==> config.mk <==
export PLATFORM = sky130hd
export DESIGN_NAME = tilt_complementary_filter
export DESIGN_NICKNAME = d
export VERILOG_FILES = /design/src/rtl/tcf_pkg.sv /design/src/rtl/tcf_queue.sv /design/src/rtl/tcf_engine.sv /design/src/rtl/tilt_complementary_filter.sv
export SDC_FILE = /design/constraint.sdc
export NUM_CORES = 2
export LEC_CHECK = 0
export ABC_AREA = 1
export BUFFER_PORTS_ARGS = -buffer_cell sky130_fd_sc_hd__buf_2
export CAP_MARGIN = 0
export CORE_ASPECT_RATIO = 0.8
export CORE_UTILIZATION = 60
export DETAILED_ROUTE_END_ITERATION = 8
export GPL_ROUTABILITY_DRIVEN = 0
export HOLD_SLACK_MARGIN = 0.15
export PLACE_DENSITY = 0.78
export SETUP_SLACK_MARGIN = 0.5
export SLEW_MARGIN = 20
export SYNTH_ARGS = -nofsm -noshare
export SYNTH_HDL_FRONTEND = slang
export SYNTH_SLANG_ARGS = --single-unit
==> constraint.sdc <==
create_clock -name clk -period 17.45 [get_ports clk]
set_input_delay 3.49 -clock clk [delete_from_list [all_inputs] [get_ports clk]]
set_output_delay 3.49 -clock clk [all_outputs]
set_load 0.005 [all_outputs]
==> src/rtl/tcf_pkg.sv <==
// Package with shared types, constants and the CORDIC angle table for the tilt filter.
`timescale 1ns / 1ps
package tcf_pkg;

  localparam int CordicStepsDefault = 16;
  localparam int CordicStepsMax     = 24;
  localparam int AngW               = 20;
  localparam int CfgIdxW            = 2;
  localparam int CfgDataW           = 17;
  localparam int CordW              = 27;
  localparam int ZW                 = 26;

  localparam logic [CfgIdxW-1:0] CFG_BLEND_WEIGHT  = 2'd0;
  localparam logic [CfgIdxW-1:0] CFG_SAMPLE_PERIOD = 2'd1;
  localparam logic [CfgIdxW-1:0] CFG_INITIAL_PITCH = 2'd2;
  localparam logic [CfgIdxW-1:0] CFG_INITIAL_ROLL  = 2'd3;

  localparam logic signed [ZW-1:0] Deg180 = 26'sd11796480;

  typedef struct packed {
    logic signed [15:0] pitch_rate;
    logic signed [15:0] roll_rate;
    logic signed [15:0] accel_x;
    logic signed [15:0] accel_y;
    logic signed [15:0] accel_z;
  } in_req_t;

  typedef struct packed {
    logic signed [AngW-1:0] pitch_estimate;
    logic signed [AngW-1:0] roll_estimate;
  } out_req_t;

  function automatic logic signed [ZW-1:0] atan_entry(input logic [4:0] i);
    case (i)
      5'd0:  atan_entry = 26'sd2949120;
      5'd1:  atan_entry = 26'sd1740967;
      5'd2:  atan_entry = 26'sd919879;
      5'd3:  atan_entry = 26'sd466945;
      5'd4:  atan_entry = 26'sd234379;
      5'd5:  atan_entry = 26'sd117304;
      5'd6:  atan_entry = 26'sd58666;
      5'd7:  atan_entry = 26'sd29335;
      5'd8:  atan_entry = 26'sd14668;
      5'd9:  atan_entry = 26'sd7334;
      5'd10: atan_entry = 26'sd3667;
      5'd11: atan_entry = 26'sd1833;
      5'd12: atan_entry = 26'sd917;
      5'd13: atan_entry = 26'sd458;
      5'd14: atan_entry = 26'sd229;
      5'd15: atan_entry = 26'sd115;
      5'd16: atan_entry = 26'sd57;
      5'd17: atan_entry = 26'sd29;
      5'd18: atan_entry = 26'sd14;
      5'd19: atan_entry = 26'sd7;
      5'd20: atan_entry = 26'sd4;
      5'd21: atan_entry = 26'sd2;
      5'd22: atan_entry = 26'sd1;
      default: atan_entry = 26'sd0;
    endcase
  endfunction

  function automatic logic signed [AngW-1:0] sat20(input logic signed [39:0] v);
    if (v > 40'sd524287) sat20 = 20'sd524287;
    else if (v < -40'sd524288) sat20 = -20'sd524288;
    else sat20 = v[AngW-1:0];
  endfunction

endpackage

==> src/rtl/tcf_queue.sv <==
// Two-entry request queue between the accepting front and the filter engine.
`timescale 1ns / 1ps
module tcf_queue (
  input  logic             clk,
  input  logic             rst_n,
  input  logic             wr_valid,
  output logic             wr_stall,
  input  tcf_pkg::in_req_t wr_data,
  output logic             rd_valid,
  input  logic             rd_take,
  output tcf_pkg::in_req_t rd_data
);
  import tcf_pkg::*;

  in_req_t    mem_r [2];
  logic       wp_r, rp_r;
  logic [1:0] cnt_r;
  logic       wr_en;

  assign wr_stall = (cnt_r == 2'd2);
  assign rd_valid = (cnt_r != 2'd0);
  assign rd_data  = mem_r[rp_r];
  assign wr_en    = wr_valid && !wr_stall;

  always_ff @(posedge clk) begin
    if (wr_en) begin
      mem_r[wp_r] <= wr_data;
    end
    if (!rst_n) begin
      wp_r  <= 1'b0;
      rp_r  <= 1'b0;
      cnt_r <= 2'd0;
    end else begin
      if (wr_en) wp_r <= ~wp_r;
      if (rd_take) rp_r <= ~rp_r;
      cnt_r <= cnt_r + {1'b0, wr_en} - {1'b0, rd_take};
    end
  end

`ifndef NO_ASSERTIONS
  a_no_underflow: assert property (@(posedge clk) disable iff (!rst_n)
    rd_take |-> rd_valid) else $error("queue read while empty");
  a_cnt_range: assert property (@(posedge clk) disable iff (!rst_n)
    cnt_r != 2'd3) else $error("queue count out of range");
  a_full_stall: assert property (@(posedge clk) disable iff (!rst_n)
    (cnt_r == 2'd2 && !rd_take) |=> wr_stall) else $error("full queue accepted");
`endif
endmodule

==> src/rtl/tcf_engine.sv <==
// Filter engine: gyro integration, two shared-unit CORDIC atan2 runs and blending.
`timescale 1ns / 1ps
module tcf_engine #(
  parameter int CORDIC_STEPS = tcf_pkg::CordicStepsDefault
) (
  input  logic              clk,
  input  logic              rst_n,
  input  logic              q_valid,
  output logic              q_take,
  input  tcf_pkg::in_req_t  q_data,
  input  logic              cfg_wr_en,
  input  logic [1:0]        cfg_index,
  input  logic [16:0]       cfg_wr_data,
  output logic              out_valid,
  input  logic              out_stall,
  output tcf_pkg::out_req_t out_data
);
  import tcf_pkg::*;

  localparam int StepW = $clog2(CordicStepsMax + 1);

  typedef enum logic [7:0] {
    S_IDLE  = 8'b00000001,
    S_GYRO  = 8'b00000010,
    S_SETUP = 8'b00000100,
    S_ITER  = 8'b00001000,
    S_ROUND = 8'b00010000,
    S_MULA  = 8'b00100000,
    S_MULB  = 8'b01000000,
    S_BLEND = 8'b10000000
  } state_t;

  state_t state_r;
  in_req_t item_r;
  logic [16:0] weight_r;
  logic [15:0] period_r;
  logic signed [AngW-1:0] pitch_r, roll_r;
  logic axis_r;
  logic signed [CordW-1:0] x_r, y_r;
  logic signed [ZW-1:0] z_r;
  logic zero_r;
  logic [StepW-1:0] step_r;
  logic signed [AngW-1:0] acc_r;
  logic signed [39:0] p1_r, p2_r;
  logic outv_r;
  out_req_t out_r;

  logic signed [CordW-1:0] xs, ys;
  logic signed [15:0] num, den;
  logic signed [AngW-1:0] cur_ang;
  logic [16:0] a_sat;
  logic signed [31:0] gp, gr;
  logic signed [39:0] bsum;
  logic signed [AngW-1:0] bres;
  logic signed [ZW-1:0] zr;

  assign xs = x_r >>> step_r[4:0];
  assign ys = y_r >>> step_r[4:0];
  assign num = axis_r ? item_r.accel_x : item_r.accel_y;
  assign den = item_r.accel_z;
  assign cur_ang = axis_r ? roll_r : pitch_r;
  assign a_sat = weight_r[16] ? 17'd65536 : weight_r;
  assign gp = ($signed(item_r.pitch_rate) * $signed({1'b0, period_r}) + 32'sd32768) >>> 16;
  assign gr = ($signed(item_r.roll_rate) * $signed({1'b0, period_r}) + 32'sd32768) >>> 16;
  assign bsum = p1_r + p2_r + 40'sd32768;
  assign bres = sat20(bsum >>> 16);
  assign zr = (z_r + 26'sd256) >>> 9;

  assign q_take = (state_r == S_IDLE) && q_valid && !outv_r;
  assign out_valid = outv_r;
  assign out_data = out_r;

  always_ff @(posedge clk) begin
    if (q_take) item_r <= q_data;
    case (state_r)
      S_SETUP: begin
        zero_r <= (num == 16'sd0) && (den == 16'sd0);
        step_r <= '0;
        if (den < 0) begin
          x_r <= -($signed({{(CordW-16){den[15]}}, den}) <<< 8);
          y_r <= -($signed({{(CordW-16){num[15]}}, num}) <<< 8);
          z_r <= (num >= 0) ? Deg180 : -Deg180;
        end else begin
          x_r <= $signed({{(CordW-16){den[15]}}, den}) <<< 8;
          y_r <= $signed({{(CordW-16){num[15]}}, num}) <<< 8;
          z_r <= '0;
        end
      end
      S_ITER: begin
        step_r <= step_r + 1'b1;
        if (y_r > 0) begin
          x_r <= x_r + ys;
          y_r <= y_r - xs;
          z_r <= z_r + atan_entry(step_r[4:0]);
        end else begin
          x_r <= x_r - ys;
          y_r <= y_r + xs;
          z_r <= z_r - atan_entry(step_r[4:0]);
        end
      end
      S_ROUND: acc_r <= zero_r ? '0 : zr[AngW-1:0];
      S_MULA: p1_r <= 40'(cur_ang) * $signed({23'd0, 17'd65536 - a_sat});
      S_MULB: p2_r <= 40'(acc_r) * $signed({23'd0, a_sat});
      default: ;
    endcase
    if (!rst_n) begin
      state_r  <= S_IDLE;
      weight_r <= 17'd13107;
      period_r <= 16'd1311;
      pitch_r  <= '0;
      roll_r   <= '0;
      outv_r   <= 1'b0;
      axis_r   <= 1'b0;
    end else begin
      if (outv_r && !out_stall) outv_r <= 1'b0;
      if (cfg_wr_en) begin
        unique case (cfg_index)
          CFG_BLEND_WEIGHT:  weight_r <= cfg_wr_data;
          CFG_SAMPLE_PERIOD: period_r <= cfg_wr_data[15:0];
          CFG_INITIAL_PITCH: pitch_r <= AngW'($signed(cfg_wr_data[15:0]));
          CFG_INITIAL_ROLL:  roll_r <= AngW'($signed(cfg_wr_data[15:0]));
          default: ;
        endcase
      end
      unique case (state_r)
        S_IDLE: if (q_take) state_r <= S_GYRO;
        S_GYRO: begin
          pitch_r <= sat20(40'(pitch_r) + 40'(gp));
          roll_r  <= sat20(40'(roll_r) + 40'(gr));
          axis_r  <= 1'b0;
          state_r <= S_SETUP;
        end
        S_SETUP: state_r <= S_ITER;
        S_ITER: if (step_r == StepW'(CORDIC_STEPS - 1)) state_r <= S_ROUND;
        S_ROUND: state_r <= S_MULA;
        S_MULA: state_r <= S_MULB;
        S_MULB: state_r <= S_BLEND;
        S_BLEND: begin
          if (axis_r) begin
            roll_r <= bres;
            out_r.pitch_estimate <= pitch_r;
            out_r.roll_estimate  <= bres;
            outv_r  <= 1'b1;
            state_r <= S_IDLE;
          end else begin
            pitch_r <= bres;
            axis_r  <= 1'b1;
            state_r <= S_SETUP;
          end
        end
        default: state_r <= S_IDLE;
      endcase
    end
  end

`ifndef NO_ASSERTIONS
  a_take_idle: assert property (@(posedge clk) disable iff (!rst_n)
    q_take |=> state_r == S_GYRO) else $error("item taken outside idle");
  a_out_hold: assert property (@(posedge clk) disable iff (!rst_n)
    (outv_r && out_stall) |=> outv_r) else $error("stalled result dropped");
  a_step_range: assert property (@(posedge clk) disable iff (!rst_n)
    state_r == S_ITER |-> step_r < StepW'(CORDIC_STEPS)) else $error("step overrun");
`endif
endmodule

==> src/rtl/tilt_complementary_filter.sv <==
// Top level of the tilt complementary filter.
`timescale 1ns / 1ps
// One IMU sample in gives one pitch/roll result out. The front queue holds two
// requests; the engine handles one at a time, its pace set by the CORDIC unit
// that is shared by both angles, one micro-rotation per cycle. Once a request
// leaves the queue, the engine integrates the gyro rates, then runs the CORDIC
// and blend for pitch and then for roll before the result is registered. The
// engine takes no new request while a result waits. Configuration writes take
// effect at once.
module tilt_complementary_filter #(
  parameter int CORDIC_STEPS = tcf_pkg::CordicStepsDefault
) (
  input  logic              clk,
  input  logic              rst_n,
  input  logic              in_valid,
  output logic              in_stall,
  input  tcf_pkg::in_req_t  in_data,
  output logic              out_valid,
  input  logic              out_stall,
  output tcf_pkg::out_req_t out_data,
  input  logic              cfg_wr_en,
  input  logic [1:0]        cfg_index,
  input  logic [16:0]       cfg_wr_data
);
  import tcf_pkg::*;

  logic    q_valid, q_take;
  in_req_t q_data;

  tcf_queue u_queue (
    .clk(clk), .rst_n(rst_n),
    .wr_valid(in_valid), .wr_stall(in_stall), .wr_data(in_data),
    .rd_valid(q_valid), .rd_take(q_take), .rd_data(q_data)
  );

  tcf_engine #(.CORDIC_STEPS(CORDIC_STEPS)) u_engine (
    .clk(clk), .rst_n(rst_n),
    .q_valid(q_valid), .q_take(q_take), .q_data(q_data),
    .cfg_wr_en(cfg_wr_en), .cfg_index(cfg_index), .cfg_wr_data(cfg_wr_data),
    .out_valid(out_valid), .out_stall(out_stall), .out_data(out_data)
  );
endmodule
; After elaboration in Yosys (flattened, before gate mapping)
; Memories as Yosys holds them, arrays and structs flattened. A register that Yosys moved wholly into a read port is not among the register bits.
; Index checks and enable logic that the tools add are counted.
[word_totals]
reg_bits = 310
mem_bits_rw = 160
mem_bits_ro = 1408
inputBits = 104
wordCells = 136
n_memories = 3
[memory_table]
columns = name, words, width, rd, rd_clocked_by_memory_dff, write_ports, line
row1 = (name not given), 32, 22, 1, 1, 0, tcf_pkg.sv:34  ; case (i)
row2 = (name not given), 32, 22, 1, 1, 0, tcf_pkg.sv:34
row3 = u_queue.mem_r, 2, 80, 1, 1, 1, tcf_queue.sv:15  ; in_req_t mem_r [2];
[classes]
add_sub_neg = 19
mul = 4
order_cmp = 9
eq_ne = 15
shifts = 2
mux = 44
bitwise = 2
n_reduce_logical = 18
[ops]
columns = op, count
row1 = $mux W20, 13
row2 = $mux W26, 7
row3 = $mux W27, 4
row4 = $pmux W27 S2, 2
row5 = $gt A40 B20 Y1 const B, 2
row6 = $lt A40 B20 Y1 const B, 2
row7 = $pmux W20 S2, 2
row8 = $add A32 B17 Y32 const B, 2
row9 = $mul A16 B17 Y32, 2
row10 = $pmux W8 S8, 1
row11 = $add A27 B27 Y27, 2
row12 = $neg A24 Y27, 2
row13 = $sshr A27 B5 Y27, 2
row14 = $sub A27 B27 Y27, 2
row15 = $pmux W26 S2, 1
row16 = $add A20 B16 Y21, 2
row17 = $add A40 B17 Y40 const B, 1
row18 = $add A40 B40 Y40, 1
row19 = $mul A20 B18 Y38, 1
row20 = $mul A17 B18 Y35, 1
row21 = $logic_not A16 Y1, 2
row22 = $gt A27 B1 Y1 const B, 1
row23 = $add A26 B10 Y26 const B, 1
row24 = $add A26 B26 Y26, 1
row25 = other kinds (37), 56

; Logic depth before layout (Yosys ltp)
[logic_depth]
ltp_word = 7
mapped_depth = 42
mapped_depth_nobuf = 40

; Hierarchy
; A second synthesis with hierarchy kept.
[unflattened]
cells_unflattened = 9360
area_unflattened_um2 = 75673.8
[modules_own_cells]
columns = mod, instances, cells_each, area_per_inst_um2, seq_area_each_um2
row1 = tcf_engine, 1, 9076, 69261.4, 10990.5
row2 = tcf_queue, 1, 284, 6412.4, 4904.7

; Least setup slack after synthesis
; OpenSTA, ideal clock, no wires.
[synth_path]
path_type = register to register
from = register u_engine.item_r[55] (netlist name)
to = register u_engine.roll_r[10]
setup_ns = 0.119
arrival_ns = 7.699
path_slack_ns = 9.632
path_stages_with_launch = 40
path_buffers = 3
period_less_slack_ns = 7.818
cell_sequence = edfxtp_1 -> clkbuf_1 -> clkbuf_1 -> nand2_1 -> fa_1 -> inv_1 -> fa_1 -> inv_1 -> fa_1 -> inv_1 -> fa_1 -> fa_1 -> inv_1 -> fa_1 -> inv_1 -> ha_1 -> nand2_1 -> nor2_1 -> [... 4 more ...] -> nand2_1 -> o211ai_1 -> a21boi_0 -> o21ai_0 -> xor2_1 -> ha_1 -> a21oi_1 -> o21ai_0 -> a21oi_1 -> nand3_1 -> xor2_1 -> nor2_1 -> clkbuf_1 -> o21ai_0 -> nand2_1 -> nand2_1 -> nor2_1 -> a21oi_1
[synth_via]
elab_chain_cells = 7
elab_cells_between_ends = 8
[synth_rtl]
columns = element, line
row1 = $mul A16 B17 Y32 (*), tcf_engine.sv:64  ; assign gr = ($signed(item_r.roll_rate) * $signed({1'b0, period_r}) + 32'sd32768) >>> 16;
row2 = $add A32 B17 Y32 (*), tcf_engine.sv:64
row3 = $add A20 B16 Y21 (*), tcf_engine.sv:129  ; roll_r <= sat20(40'(roll_r) + 40'(gr));
row4 = $lt A40 B20 Y1, tcf_pkg.sv:64  ; else if (v < -40'sd524288) sat20 = -20'sd524288;
row5 = $mux W20, tcf_pkg.sv:64
row6 = $mux W20 (*), tcf_pkg.sv:63  ; if (v > 40'sd524287) sat20 = 20'sd524287;
row7 = $pmux W20 S2 (*), tcf_engine.sv:125  ; unique case (state_r)
row8 = end signal: assignment, tcf_engine.sv:121  ; CFG_INITIAL_ROLL: roll_r <= AngW'($signed(cfg_wr_data[15:0]));
row9 = end signal: assignment, tcf_engine.sv:129
row10 = end signal: assignment, tcf_engine.sv:140  ; roll_r <= bres;
row11 = end: declaration, tcf_engine.sv:37  ; logic signed [AngW-1:0] pitch_r, roll_r;
; Mark *: on every way between the ends. The rest lies on a longest branch, timed or not.
; A chain may end at the register's enable or synchronous reset.

; Worst setup path in the final report
[layout_path]
from = register u_engine.period_r[14]
to = register u_engine.roll_r[18]
[layout_via]
elab_chain_cells = 7
elab_cells_between_ends = 8
[layout_rtl]
columns = element, line
row1 = start: declaration, tcf_engine.sv:36  ; logic [15:0] period_r;
row2 = start signal: assignment, tcf_engine.sv:119  ; CFG_SAMPLE_PERIOD: period_r <= cfg_wr_data[15:0];
row3 = $mul A16 B17 Y32 (*), tcf_engine.sv:64
row4 = $add A32 B17 Y32 (*), tcf_engine.sv:64
row5 = $add A20 B16 Y21 (*), tcf_engine.sv:129
row6 = $lt A40 B20 Y1, tcf_pkg.sv:64
row7 = $mux W20, tcf_pkg.sv:64
row8 = $mux W20 (*), tcf_pkg.sv:63
row9 = $pmux W20 S2 (*), tcf_engine.sv:125
; Marked as above.

==> results.cfg <==
[clock_network]
cts_buffers = 66
clkLatencyLatePin_ps = 730
cts.sinks = 565
root_buffer = clkbuf_16
cts.htree.levels = 3
postCtsResizedCells = 0
clk_path_buf_depth = 3
holdBufCountCts = 0
cts_tree = done
cts_setup_buffers = 0
cts.reportedPaths.clkPinSlew_ps = 70

[finish]
layout_common_cells = nand2_1 (2336), inv_1 (1863), fa_1 (956), nor2_1 (672), ha_1 (670)
drive_gt1_frac = 0.0515
post-route-cell-area_um2 = 80100
nNetsFinal = 11204
syn2layout_area_growth_pct = 5.71
num-fill-cells = 10241
mostFrequentLayoutCell = nand2_1
final_cells = 11190
postLayoutCoreUtil = 0.640

[min_path]
hold_path_startpoint = u_queue.cnt_r[1]$_SDFF_PN0_
hold_depth = 1
min-delay-path-class = flop to flop
hold-path-endpoint = u_queue.cnt_r[1]$_SDFF_PN0_

[timing]
fin_crit_ps = 9970
setup_tns_ps = 0
tightestPinTransition_ps = 1240
rsz0062_at_grt = no
fin_worst_skew_ps = 55.8
max_freq_mhz = 100
relSlewSlack = 0.171
fin_crit_sh = 0.571
drv_slew = 0
setup_viol = 0
hold_viol = 0

[logic_synthesis]
ys_seq_area_frac = 0.209
synthCells = 9540
yosysTopAreaCellShare = 0.252
synth_top_cell_by_area = fa_1
ys_seq_elements = 565
synth_area_um2 = 75800
yosysWarnings = 0
ys_types = 76
synth_edf_count = 456
avgSynthCellArea_um2 = 7.95
yosys-top-cells-area = fa_1 (25%), edfxtp_1 (18%), nand2_1 (12%)
synthArstFlopShare = 0
synth_nets = 11270
ys.flop_type = edfxtp_1

[critical_path]
r2r_end = u_engine.roll_r[18]$_SDFF_PN0_
cp_slowest_cell = dfxtp_1
criticalPathCategory = flop to flop
crit_buf_inv = 5
r2r-start = u_engine.period_r[14]$_SDFFE_PN0P_
critPathTopFamily = adder cells
slowest_delay_ps = 860
regToRegSetupSlack_ps = 7480
end_kind = flop
rr_worst_depth = 36
crit_arrival_ps = 10560
cp_max_fo = 17
start_kind = flop
critPathRequiredTime_ps = 18050

[global_route]
grt_usage = 0.342
antenna_found_initial = 15
overflow = 0
grt_pass1_vias = 63224
grt_pass1_wl_um = 342000
grt_max_degree = 80

[floorplan]
core-area_um2 = 125000
die_area_um2 = 128000
io_pins = 146
fp.dieW_um = 399
rows = 116
start_util = 0.605
die_h_um = 320

[place]
port_buffers = 145
place_area_um2 = 77700
hpwl_um = 172000
placed_cells = 11057

[run_status]
status = finished, final reports clean

[drt]
via_per_inst = 5.82
remaining_drc_errors = 0
final_antenna_net_count = 0
wire_per_inst_um = 19.5
totalWireLength_um = 218000
drtPass1Iterations = 8
dr_total_vias = 65100
drt_iter0_drc = 7865

[run]
cap_viol_max_count = 0
==> stage by stage <==
step,setup slack [ps],hold slack (ps)
6_report,7480,473
2_1_floorplan,9630,422
3_3_place_gp,7750,437
3_5_place_dp,7490,451
4_1_cts,7510,466
5_1_grt,7100,492
==> how the worst max path moves through the flow <==
stage | from | to | slack (ps) | cells past startpoint
2_1_floorplan | u_engine.item_r[55]$_DFFE_PP_ | u_engine.roll_r[10]$_SDFF_PN0_ | 9630 | 39
3_3_place_gp | u_engine.weight_r[16]$_SDFFE_PN0P_ | u_engine.p1_r[38]$_DFFE_PP_ | 7750 | 22
3_5_place_dp | u_engine.weight_r[16]$_SDFFE_PN0P_ | u_engine.p1_r[38]$_DFFE_PP_ | 7490 | 22
4_1_cts | u_engine.weight_r[16]$_SDFFE_PN0P_ | u_engine.p1_r[38]$_DFFE_PP_ | 7510 | 22
5_1_grt | u_engine.period_r[14]$_SDFFE_PN0P_ | u_engine.roll_r[18]$_SDFF_PN0_ | 7100 | 36
6_report | u_engine.period_r[14]$_SDFFE_PN0P_ | u_engine.roll_r[18]$_SDFF_PN0_ | 7480 | 36
==> kinds of logic after synthesis <==
family                   count (synthesis)  synth area share
buffers and inverters                 2255             0.114
adder cells (fa/ha/maj)               1626             0.363
AO/OA/AOI/OAI                         1126            0.0824
multiplexers                             4          0.000528
flip-flops                             565             0.209
XOR/XNOR                               246            0.0286
AND/OR/NAND/NOR                       3718             0.202
==> synth_stat cells, types with 26 or more instances <==
master and number:
inv_1 1865, nor3_1 72, a21o_1 26, ha_1 670, nand4_1 55, xor2_1 142
dfxtp_1 109, fa_1 956, o21ai_0 392, nor2_2 31, edfxtp_1 456, nand2_1 2336
nor2_1 677, xnor2_1 102, o21a_1 27, clkbuf_1 263, nor4_1 33, o211ai_1 39
a21oi_1 476, nand3_1 414, o21ai_1 34, a31oi_1 30, buf_2 39, nand2_2 26
==> sequential cells by signal, indices dropped and copies added, names as in the netlist, 20 cells and up, named ones only <==
signal             flops
u_engine.out_data     40
u_engine.x_r          27
u_engine.item_r       64
u_engine.z_r          26
u_engine.p1_r         38
u_queue.mem_r        160
u_engine.roll_r       20
u_engine.pitch_r      20
u_engine.y_r          27
u_engine.p2_r         35
==> layer usage <==
| layer | wire length (um) | vias up | track usage |
|---|---|---|---|
| li1 | - | 29608 | - |
| met1 | 87500 | 30888 | 0.483 |
| met2 | 90500 | 3979 | 0.490 |
| met3 | 30300 | 609 | 0.106 |
| met4 | 9200 | 16 | 0.128 |
| met5 | 239 | - | 0.00570 |
==> cell type report <==
type                            count  area, um2  area share
Multi-Input combinational cell   6720      51400       0.641
Inverter                         1909       7180      0.0896
Clock buffer                       74       1680      0.0210
Sequential cell                   565      15900       0.198
Antenna cell                       10       25.0    0.000312
Clock inverter                     48        692     0.00863
Timing Repair Buffer              212       1250      0.0156
Tap cell                         1652       2070      0.0258
Power is left out: the tool's default activity adds up to more than one toggle a clock period on the data nets, which glitch-free logic cannot reach.
